## config.mk

```make
export PLATFORM = sky130hd
export DESIGN_NAME = plvi_sqrt
export DESIGN_NICKNAME = d
export VERILOG_FILES = /design/src/hdl/plvi_pkg.sv /design/src/hdl/plvi_sqrt.sv
export SDC_FILE = /design/constraint.sdc
export NUM_CORES = 2
export LEC_CHECK = 0
export ABC_AREA = 1
export ABC_CLOCK_PERIOD_IN_PS = 6000
export BUFFER_PORTS_ARGS = -buffer_cell sky130_fd_sc_hd__clkbuf_2
export CAP_MARGIN = 20
export CORE_MARGIN = 2
export CORE_UTILIZATION = 45
export CTS_CLUSTER_SIZE = 24
export DETAILED_ROUTE_END_ITERATION = 8
export PLACE_DENSITY = 0.67
export SLEW_MARGIN = 0
export SYNTH_ARGS = -nofsm -noshare
export SYNTH_HDL_FRONTEND = slang
export SYNTH_SLANG_ARGS = --single-unit
```

## constraint.sdc

```tcl
create_clock -name i_clk -period 6 [get_ports i_clk]
set_input_delay 1.2 -clock i_clk [delete_from_list [all_inputs] [get_ports i_clk]]
set_output_delay 1.2 -clock i_clk [all_outputs]
set_load 0.01 [all_outputs]
```

## src/hdl/plvi_pkg.sv

```systemverilog
// shared types and constants for the point light vertex intensity block
`timescale 1ns / 1ps
`default_nettype none

package plvi_pkg;

    // field widths
    localparam int NRM_W    = 16;   // Q2.14 normal component
    localparam int POS_W    = 20;   // Q16.4 position coordinate
    localparam int VEC_W    = 21;   // light vector and rotated normal components
    localparam int SQ_W     = 42;   // squared length
    localparam int LEN_W    = 21;   // floor square root of a squared length
    localparam int DOT_W    = 44;   // signed dot product
    localparam int FRAC_SH  = 12;   // Q.28 to Q.16
    localparam int COS_W    = 16;
    localparam int QUO_W    = 18;   // quotient bits, ratio stays below four
    localparam int UNIT_SH  = 15;   // scale by 32768
    localparam int ANUM_W   = DOT_W + UNIT_SH - 0;  // |dot| << 15
    localparam int ADEN_W   = 2 * LEN_W;
    localparam int SNUM_W   = VEC_W + UNIT_SH;
    localparam int ROW_W    = 48;
    localparam int LIGHT_W  = 60;
    localparam int GAIN_W   = 24;
    localparam int CFG_W    = 60;
    localparam int CFG_IDX_W = 3;
    localparam int SUM_W    = 18;   // clamped cosine plus offset
    localparam int UV_W     = 16;

    // pipeline depths
    localparam int FRONT_LAT = 4;
    localparam int SQRT_LAT  = LEN_W;
    localparam int DIV_LAT   = QUO_W;
    localparam int TOTAL_LAT = FRONT_LAT + SQRT_LAT + 1 + DIV_LAT + 2;

    localparam logic [QUO_W-1:0] UNIT_Q = QUO_W'(32768);

    // register indexes
    typedef enum logic [CFG_IDX_W-1:0] {
        CFG_ROW0   = 3'd0,
        CFG_ROW1   = 3'd1,
        CFG_ROW2   = 3'd2,
        CFG_LIGHT  = 3'd3,
        CFG_OFFSET = 3'd4,
        CFG_GAIN   = 3'd5,
        CFG_MINCOS = 3'd6,
        CFG_ENV    = 3'd7
    } t_cfg_idx;

    // geometry settings used by the front end
    typedef struct packed {
        logic [ROW_W-1:0]   row0;
        logic [ROW_W-1:0]   row1;
        logic [ROW_W-1:0]   row2;
        logic [LIGHT_W-1:0] light;
    } t_geom_cfg;

    // flags that travel beside the dividers
    typedef struct packed {
        logic neg_a;
        logic neg_u;
        logic neg_v;
        logic degen;
        logic rzero;
    } t_side;

endpackage

`default_nettype wire

```

## src/hdl/plvi_sqrt.sv

```systemverilog
// pipelined floor square root, one result bit per stage
`timescale 1ns / 1ps
`default_nettype none

module plvi_sqrt
    import plvi_pkg::*;
#(
    parameter int IW = SQ_W
) (
    input  wire logic            i_clk,
    input  wire logic            i_en,
    input  wire logic [IW-1:0]   i_x,
    output logic      [IW/2-1:0] o_root
);

    localparam int OW = IW / 2;

    logic [IW-1:0] r_x [OW];
    logic [IW-1:0] r_r [OW];

    genvar k;
    generate
        for (k = 0; k < OW; k++) begin : g_stage
            localparam logic [IW:0] BIT = {{IW{1'b0}}, 1'b1} << (IW - 2 - 2 * k);
            logic [IW-1:0] x_in;
            logic [IW-1:0] r_in;
            logic [IW:0]   trial;

            if (k == 0) begin : g_first
                assign x_in = i_x;
                assign r_in = '0;
            end else begin : g_next
                assign x_in = r_x[k-1];
                assign r_in = r_r[k-1];
            end

            assign trial = {1'b0, r_in} + BIT;

            // one digit: subtract the trial value when it fits
            always_ff @(posedge i_clk) begin
                if (i_en) begin
                    if ({1'b0, x_in} >= trial) begin
                        r_x[k] <= x_in - trial[IW-1:0];
                        r_r[k] <= (r_in >> 1) + BIT[IW-1:0];
                    end else begin
                        r_x[k] <= x_in;
                        r_r[k] <= r_in >> 1;
                    end
                end
            end
        end
    endgenerate

    assign o_root = r_r[OW-1][OW-1:0];

endmodule

`default_nettype wire

```

==> results_dict.tcl <==
set metrics [dict create \
    cts-root-buf "clkbuf_16" \
    cts_tree "done" \
    syn_avg_cell_area_um2 8.78 \
    critPathArrivalTime_ns 3.66 \
    end_kind "flip-flop" \
    grt_setup_unrepaired "false" \
    final_cells 8866 \
    synth-seq-cells 1071 \
    crit_chain "inv_1 > ha_1 > nand2_1 > inv_1 > a21oi_1 > nand2_1 > nand2_1 > nand2_1 > nand2_1 > nand4_1 > nand2_1 > inv_1" \
    fin_area_um2 66400 \
    setup_ws_ns 2.87 \
    status "finished clean" \
    nets 7301 \
    finalCriticalPeriod_ns 3.13 \
    dpl.hpwl_um 131000 \
    power_density_nw_per_um2 334 \
    grt_pass1_wl_um 253000 \
    fin_crit_sh_pct 52.2 \
    ant_nets 0 \
    dieArea_um2 137000 \
    syn-num-nets 7175 \
    cts_hold_buf 0 \
    placed_area_um2 62600 \
    synthDistinctLibCells 58 \
    cap_violations 0 \
    power_mw 22.2 \
    syn_to_final_growth_pct 10.0 \
    crit_top_cell "nand2_1" \
    dieWidth_um 370 \
    hold_violations 0 \
    wl_per_cell_um 18.6 \
    setup.worst_path.class "flip-flop to flip-flop" \
    ir_drop_uv 273 \
    antenna_found_initial 0 \
    drt_iter0_markers 4687 \
    cp_top_family "simple AND/OR/NAND/NOR gates" \
    post_cts_resized 0 \
    wl_um 165000 \
    grt_pass1_vias 43974 \
    gp_congestion 1.01 \
    final_util_pct 49.8 \
    setup_viol 0 \
    hp-class "flip-flop to flip-flop" \
    drv_slew 0 \
    setup_tns_ns 0 \
    overflow 0 \
    cts_made_buffers 112 \
    vias_per_cell 5.21 \
    gr-usage-all-layers_pct 24.0 \
    startpoint_type "flip-flop" \
    ys.warnings.count 0 \
    seq_area_frac_synth_pct 53.3 \
    max_slew_margin_pct 28.2 \
    worstPathMaxFanout 12 \
    clock_sinks 1071 \
    layout-drive-gt1-share_pct 5.89 \
    final.setup_skew_ns 0.0784 \
    rows 134 \
    drc 0 \
    numPlacedInstances 8661 \
    vias 46155 \
    place_ws_ns 2.38 \
    max_freq_ghz 0.320 \
    hold_ws_ns 0.393 \
    final_common_cell "nand2_1" \
    synth_cells 6882 \
    initial_core_util_pct 45.3 \
    cts.clk_slew.worst_paths_ns 0.06 \
    crit_slowest_cell "nand4_1" \
    mostFrequentLayoutCells "1948 x nand2_1, 1123 x inv_1, 1071 x edfxtp_1, 780 x nor2_1, 337 x nand3_1" \
    die_h_um 370 \
    critPathMaxStageDelay_ns 0.57 \
    pin_count 65 \
    leakage_nw 28.9 \
    cts_setup_buffers 0 \
    clk_latency_ns 0.78 \
    worstMarginPinSlew_ns 1.08 \
    ctsHtreeMaxLevel 3 \
    diodes 0 \
    required_ns 6.53 \
    grt_start_max_net_pins 204 \
    syn_area_um2 60400 \
    port_buffers 64 \
    core_um2 133000 \
    cp_num_buf_inv 3 \
    firstDrtPassIters 5 \
    cts_buffer_depth 3 \
]
-- cell type report --
type,instances,area [µm²]
well taps,1768,2210
clock buffers,136,2910
inverters,1141,4290
multi-input cells,4603,23500
repair buffers,79,500
flip-flops and latches,1071,32200
fillers,12401,66900
clock inverters,68,866
-- cell usage after synthesis (all sizes together) --
master	n	area, µm²
clkbuf	26	100
o21ai	275	1590
xor2	120	1050
inv	1138	4280
nand3b	30	225
xnor2	109	955
nor4	82	534
o2111ai	1	8.76
nand4	151	966
nor3b	7	67.6
nor3	115	629
nor2	816	3190
a211oi	1	7.51
o21a	9	67.6
and2	6	37.5
a21oi	239	1260
a41oi	1	8.76
o211ai	10	75.1
clkinv	3	11.3
a21boi	9	67.6
or2	17	106
buf	41	349
a21o	12	90.1
a22oi	1	7.51
o21bai	14	113
nand2	1973	7490
nand3	346	1780
a31oi	4	25.0
nand2b	1	6.26
ha	249	3120
edfxtp	1071	32200
and3	5	31.3
-- flip-flops by register name, summed over array words and instances, names as in the netlist --
register and cells:
r_r 231, r_x 840
-- path summary, 6_finish.rpt --
| check | slack [ns] | startpoint | cells past startpoint | end |
|---|---|---|---|---|
| worst max-delay path | 2.87 | r_r[1][228] | 12 | r_x[3][121] |
| worst min-delay path | 0.39 | r_r[1][192] | 0 | r_r[1][233] |
| worst max register to register | 2.87 | r_r[1][228] | 12 | r_x[3][121] |
| worst min register to register | 0.39 | r_r[1][192] | 0 | r_r[1][233] |
-- routing by layer --
metal / track usage [%] / vias to the layer above / wire, µm
met4: 8.04 / 0 / 5510
li1: - / 22856 / -
met3: 2.98 / 265 / 11400
met1: 32.6 / 21477 / 71700
met5: 0 / - / 0
met2: 39.6 / 1557 / 76500
-- where the power goes --
part,total (mW),switching (mW),internal [mW]
combinational,4.92,3.31,1.61
sequential,10.1,0.750,9.35
clock,7.15,3.03,4.12
total,22.2,7.09,15.1
-- logic make-up after synthesis --
kind of cell	count (synthesis)	share of synthesized area (%)
adders and majority gates	249	5.16
and+or+nand+nor	3549	24.9
AOI/OAI and AO/OA	576	5.49
xor gates and xnor gates	229	3.32
DFF	1071	53.3
buffers and inverters	1208	7.84
Power figures use the tool's default switching activity.
