$ cat config.mk
export PLATFORM = sky130hd
export DESIGN_NAME = plvi_div
export DESIGN_NICKNAME = d
export VERILOG_FILES = /design/src/hdl/plvi_pkg.sv /design/src/hdl/plvi_div.sv
export SDC_FILE = /design/constraint.sdc
export NUM_CORES = 2
export LEC_CHECK = 0
export BUFFER_PORTS_ARGS = -buffer_cell sky130_fd_sc_hd__buf_2
export CORE_ASPECT_RATIO = 0.5
export CORE_MARGIN = 2
export CORE_UTILIZATION = 31
export CTS_CLUSTER_DIAMETER = 100
export DETAILED_ROUTE_END_ITERATION = 6
export GPL_ROUTABILITY_DRIVEN = 0
export HOLD_SLACK_MARGIN = 0.12
export PLACE_DENSITY_LB_ADDON = 0.15
export SYNTH_ARGS = -nofsm -noshare
export SYNTH_HDL_FRONTEND = slang
export SYNTH_SLANG_ARGS = --single-unit
export TNS_END_PERCENT = 20
$ cat constraint.sdc
create_clock -name i_clk -period 4.5 [get_ports i_clk]
set_clock_uncertainty 0.1 [all_clocks]
set_input_delay 0.9 -clock i_clk [delete_from_list [all_inputs] [get_ports i_clk]]
set_output_delay 0.9 -clock i_clk [all_outputs]
set_load 0.02 [all_outputs]
$ cat src/hdl/plvi_pkg.sv
// shared types and constants for the point light vertex intensity block
`timescale 1ns / 1ps
`default_nettype none

package plvi_pkg;

    // field widths
    localparam int NRM_W    = 16;   // Q2.14 normal component
    localparam int POS_W    = 20;   // Q16.4 position coordinate
    localparam int VEC_W    = 21;   // light vector and rotated normal components
    localparam int SQ_W     = 42;   // squared length
    localparam int LEN_W    = 21;   // floor square root of a squared length
    localparam int DOT_W    = 44;   // signed dot product
    localparam int FRAC_SH  = 12;   // Q.28 to Q.16
    localparam int COS_W    = 16;
    localparam int QUO_W    = 18;   // quotient bits, ratio stays below four
    localparam int UNIT_SH  = 15;   // scale by 32768
    localparam int ANUM_W   = DOT_W + UNIT_SH - 0;  // |dot| << 15
    localparam int ADEN_W   = 2 * LEN_W;
    localparam int SNUM_W   = VEC_W + UNIT_SH;
    localparam int ROW_W    = 48;
    localparam int LIGHT_W  = 60;
    localparam int GAIN_W   = 24;
    localparam int CFG_W    = 60;
    localparam int CFG_IDX_W = 3;
    localparam int SUM_W    = 18;   // clamped cosine plus offset
    localparam int UV_W     = 16;

    // pipeline depths
    localparam int FRONT_LAT = 4;
    localparam int SQRT_LAT  = LEN_W;
    localparam int DIV_LAT   = QUO_W;
    localparam int TOTAL_LAT = FRONT_LAT + SQRT_LAT + 1 + DIV_LAT + 2;

    localparam logic [QUO_W-1:0] UNIT_Q = QUO_W'(32768);

    // register indexes
    typedef enum logic [CFG_IDX_W-1:0] {
        CFG_ROW0   = 3'd0,
        CFG_ROW1   = 3'd1,
        CFG_ROW2   = 3'd2,
        CFG_LIGHT  = 3'd3,
        CFG_OFFSET = 3'd4,
        CFG_GAIN   = 3'd5,
        CFG_MINCOS = 3'd6,
        CFG_ENV    = 3'd7
    } t_cfg_idx;

    // geometry settings used by the front end
    typedef struct packed {
        logic [ROW_W-1:0]   row0;
        logic [ROW_W-1:0]   row1;
        logic [ROW_W-1:0]   row2;
        logic [LIGHT_W-1:0] light;
    } t_geom_cfg;

    // flags that travel beside the dividers
    typedef struct packed {
        logic neg_a;
        logic neg_u;
        logic neg_v;
        logic degen;
        logic rzero;
    } t_side;

endpackage

`default_nettype wire

$ cat src/hdl/plvi_div.sv
// pipelined restoring divider, one quotient bit per stage
`timescale 1ns / 1ps
`default_nettype none

module plvi_div
    import plvi_pkg::*;
#(
    parameter int NW = ANUM_W,
    parameter int DW = ADEN_W,
    parameter int QW = QUO_W
) (
    input  wire logic          i_clk,
    input  wire logic          i_en,
    input  wire logic [NW-1:0] i_num,
    input  wire logic [DW-1:0] i_den,
    output logic      [QW-1:0] o_quo
);

    localparam int RW = (NW > DW + QW) ? NW : DW + QW;

    logic [RW-1:0] r_rem [QW];
    logic [DW-1:0] r_den [QW];
    logic [QW-1:0] r_quo [QW];

    genvar k;
    generate
        for (k = 0; k < QW; k++) begin : g_stage
            localparam int SH = QW - 1 - k;
            logic [RW-1:0] rem_in;
            logic [DW-1:0] den_in;
            logic [QW-1:0] quo_in;
            logic [RW-1:0] den_sh;

            if (k == 0) begin : g_first
                assign rem_in = RW'(i_num);
                assign den_in = i_den;
                assign quo_in = '0;
            end else begin : g_next
                assign rem_in = r_rem[k-1];
                assign den_in = r_den[k-1];
                assign quo_in = r_quo[k-1];
            end

            assign den_sh = RW'(den_in) << SH;

            // compare and subtract the shifted divisor
            always_ff @(posedge i_clk) begin
                if (i_en) begin
                    r_den[k] <= den_in;
                    if (rem_in >= den_sh) begin
                        r_rem[k] <= rem_in - den_sh;
                        r_quo[k] <= quo_in | (QW'(1) << SH);
                    end else begin
                        r_rem[k] <= rem_in;
                        r_quo[k] <= quo_in;
                    end
                end
            end
        end
    endgenerate

    assign o_quo = r_quo[QW-1];

endmodule

`default_nettype wire

==> impl_metrics.tcl <==
set metrics [dict create \
    cp.required_ps 5000 \
    slew_viol_final 0 \
    firstDrtPassIters 6 \
    synth.distinct_cells 96 \
    crit_family "compound AO/OA/AOI/OAI gates" \
    critPathArrivalTime_ps 4760 \
    power_switching_mw 31.1 \
    drive_gt1_share_pct 7.70 \
    io-pin-count 121 \
    setup_violations 0 \
    swShare_pct 38.4 \
    post-route-period-util_pct 94.9 \
    cts_sinks 1905 \
    drc 0 \
    cts_root_buf "clkbuf_16" \
    grt_usage_pct 15.3 \
    worst_hold_path.endpoint "r_rem[0][16]" \
    synth-seq-cells 1905 \
    intPower_mw 49.8 \
    combPwrFrac_pct 44.1 \
    synth_ff_type "edfxtp_1" \
    vdd_drop_max_uv 326 \
    mappedNetlistNets 11814 \
    synth-edff-count 1905 \
    ys_warn_count 0 \
    setup_ws_ps 231 \
    rr_worst_depth 15 \
    min_period_ps 4270 \
    min_path_cells 1 \
    syn_area_mm2 0.113 \
    min_path_type "in -> reg" \
    rsz0062_at_grt "false" \
    first_iter_violations 5264 \
    critical_path_class "reg -> reg" \
    htreeDepth 4 \
    dp_hpwl_um 226000 \
    placed_cells 15739 \
    cts_made_buffers 199 \
    viasPerCell 4.93 \
    rrSetupSlack_ps 230 \
    post-synth-top-count-cell "edfxtp_1" \
    syn_inst 10938 \
    totalPowerFinal_mw 80.9 \
    cts_max_path_buffers 4 \
    powerDensity_mw_per_mm2 636 \
    wl_per_cell_um 18.1 \
    cp_max_fo 77 \
    final_hold_viol_count 0 \
    tightestPinTransition_ps 1170 \
    ys_top_cells_by_count "1905 x edfxtp_1, 1032 x nand2_1, 972 x inv_1" \
    cts_setup_buffers 0 \
    cpPeakStageDelay_ps 420 \
    fin_setup_tns_ps 0 \
    dieArea_mm2 0.369 \
    vias 79621 \
    final_antenna_net_count 0 \
    fmax_mhz 234 \
    routed_wl_um 292000 \
    worst_slew_margin_rel_pct 22.1 \
    clk_latency_ps 890 \
    grt_pass1_wl_um 452000 \
    path_buf_inv 3 \
    die_w_um 857 \
    pre_cts_slack_ps -16.1 \
    cts_tree "yes" \
    antenna_found_initial 4 \
    grt_max_degree 173 \
    start_util_pct 31.2 \
    start_kind "register" \
    final_cells 16139 \
    min_from "i_num[16]" \
    maxCapViolCount 0 \
    seq_area_frac_synth_pct 50.7 \
    path_cells "inv_1 > ha_1 > inv_1 > fa_1 > a211oi_1 > o21ai_0 > a21oi_2 > a2bb2oi_1 > a21oi_1 > o21ai_0 > nand3_1 > a31o_2 > or2_2 > buf_12 > mux2_2" \
    fp.coreArea_mm2 0.362 \
    ys_async_sr_fraction_pct 0 \
    overflow 0 \
    place_area_mm2 0.120 \
    power_frac_seq_pct 35.9 \
    synth_area_leader_cell "edfxtp_1" \
    yosys.area.top_type_share_pct 50.7 \
    outcome "complete, no violations" \
    design_area_mm2 0.127 \
    cellLeakagePower_nw 49.8 \
    io_buffers 120 \
    synth_area_per_cell_um2 10.3 \
    synth_area_leaders "edfxtp_1 51%, ha_1 8.4%, a21oi_1 4.0%, o21ai_0 3.9%, nand2_1 3.4%" \
    critPathSlowestCell "fa_1" \
    finalNetCount 12056 \
    cts.clk_slew.worst_paths_ps 60 \
    row_count 156 \
    grt_pass1_vias 78588 \
    dieHeight_um 431 \
    clockPowerShare_pct 20.0 \
    path_depth 15 \
    worstReg2RegEnd "r_rem[3][78]" \
    r2r_start "r_rem[3][10]" \
    critPathCaptureType "register" \
    syn_to_final_growth_pct 12.7 \
]
-- registers in the layout, indices dropped and copies added (netlist names) --
name	cells
r_den	714
r_quo	171
r_rem	1020
-- power by group through the flow --
stage | registers [mW] | clock network [mW] | logic [mW]
after floorplan | 27.7 | 0 | 26.7
after global placement | 29.6 | 0 | 35.1
after detailed placement | 29.4 | 0 | 35.4
after CTS | 29.0 | 16.8 | 35.6
after global routing | 29.5 | 17.5 | 40.1
final | 29.0 | 16.2 | 35.7
-- cell usage in the layout, fill, tap and decap left out, drive strengths merged, types with 43 or more instances in the layout --
cell,instances
nor4,114
clkbuf,235
nand2b,98
nand2,1032
a21oi,907
a31oi,111
mux2,89
or4,48
and2,43
clkinv,83
o211ai,47
or3,47
nor3,155
ha,756
dlygate4sd3,58
edfxtp,1905
nand4,201
xnor2,428
inv,976
buf,414
nand3,199
and3,76
a21o,469
o21bai,133
o31ai,66
nor2,683
o21ai,901
nor2b,85
a211oi,57
o21a,80
xor2,318
-- through the flow --
stage	hold slack, ps	utilization, %
after floorplan	300	-
after global placement	301	33.3
after detailed placement	305	33.3
after CTS	125	35.1
after global routing	124	35.1
final	191	35.1
-- timing repair --
item,4_1_cts,5_1_grt
endpoints found under the hold margin,58,0
setup endpoints to repair,0,54
resized for setup,0,11
hold buffers,58,0
-- how the worst max path moves through the flow --
stage            startpoint            to  slack [ps]
2_1_floorplan          i_en  r_quo[8][10]         150
3_3_place_gp      i_num[17]  r_rem[0][55]        -110
3_5_place_dp      i_num[17]  r_rem[0][55]         -20
4_1_cts         r_rem[7][2]  r_rem[7][63]          80
5_1_grt        r_rem[3][10]  r_rem[3][78]           6
6_report       r_rem[3][10]  r_rem[3][78]         230
-- layout make-up --
| cell class | count | area [um^2] |
|---|---|---|
| Tap cell | 4819 | 6030 |
| Timing Repair Buffer | 472 | 3740 |
| Clock inverter | 105 | 873 |
| Multi-Input combinational cell | 7629 | 50500 |
| Clock buffer | 235 | 5200 |
| Antenna cell | 1 | 2.50 |
| Sequential cell | 1905 | 57200 |
| Inverter | 973 | 3650 |
| Fill cell | 36312 | 235000 |
-- routing by layer --
layer	GRT usage, %	share of wire, %
met1	21.6	48
met2	23.8	43
met3	1.95	4.2
met4	6.48	4.9
met5	0	0
-- cells by family after synthesis --
family,share of synthesized area (%)
xor gates and xnor gates,5.79
and+or+nand+nor,12.4
AOI/OAI and AO/OA,16.8
adders and majority gates,8.68
buffers and inverters,4.74
muxes,0.985
DFF,50.7
(Power assumes the default switching activity.)
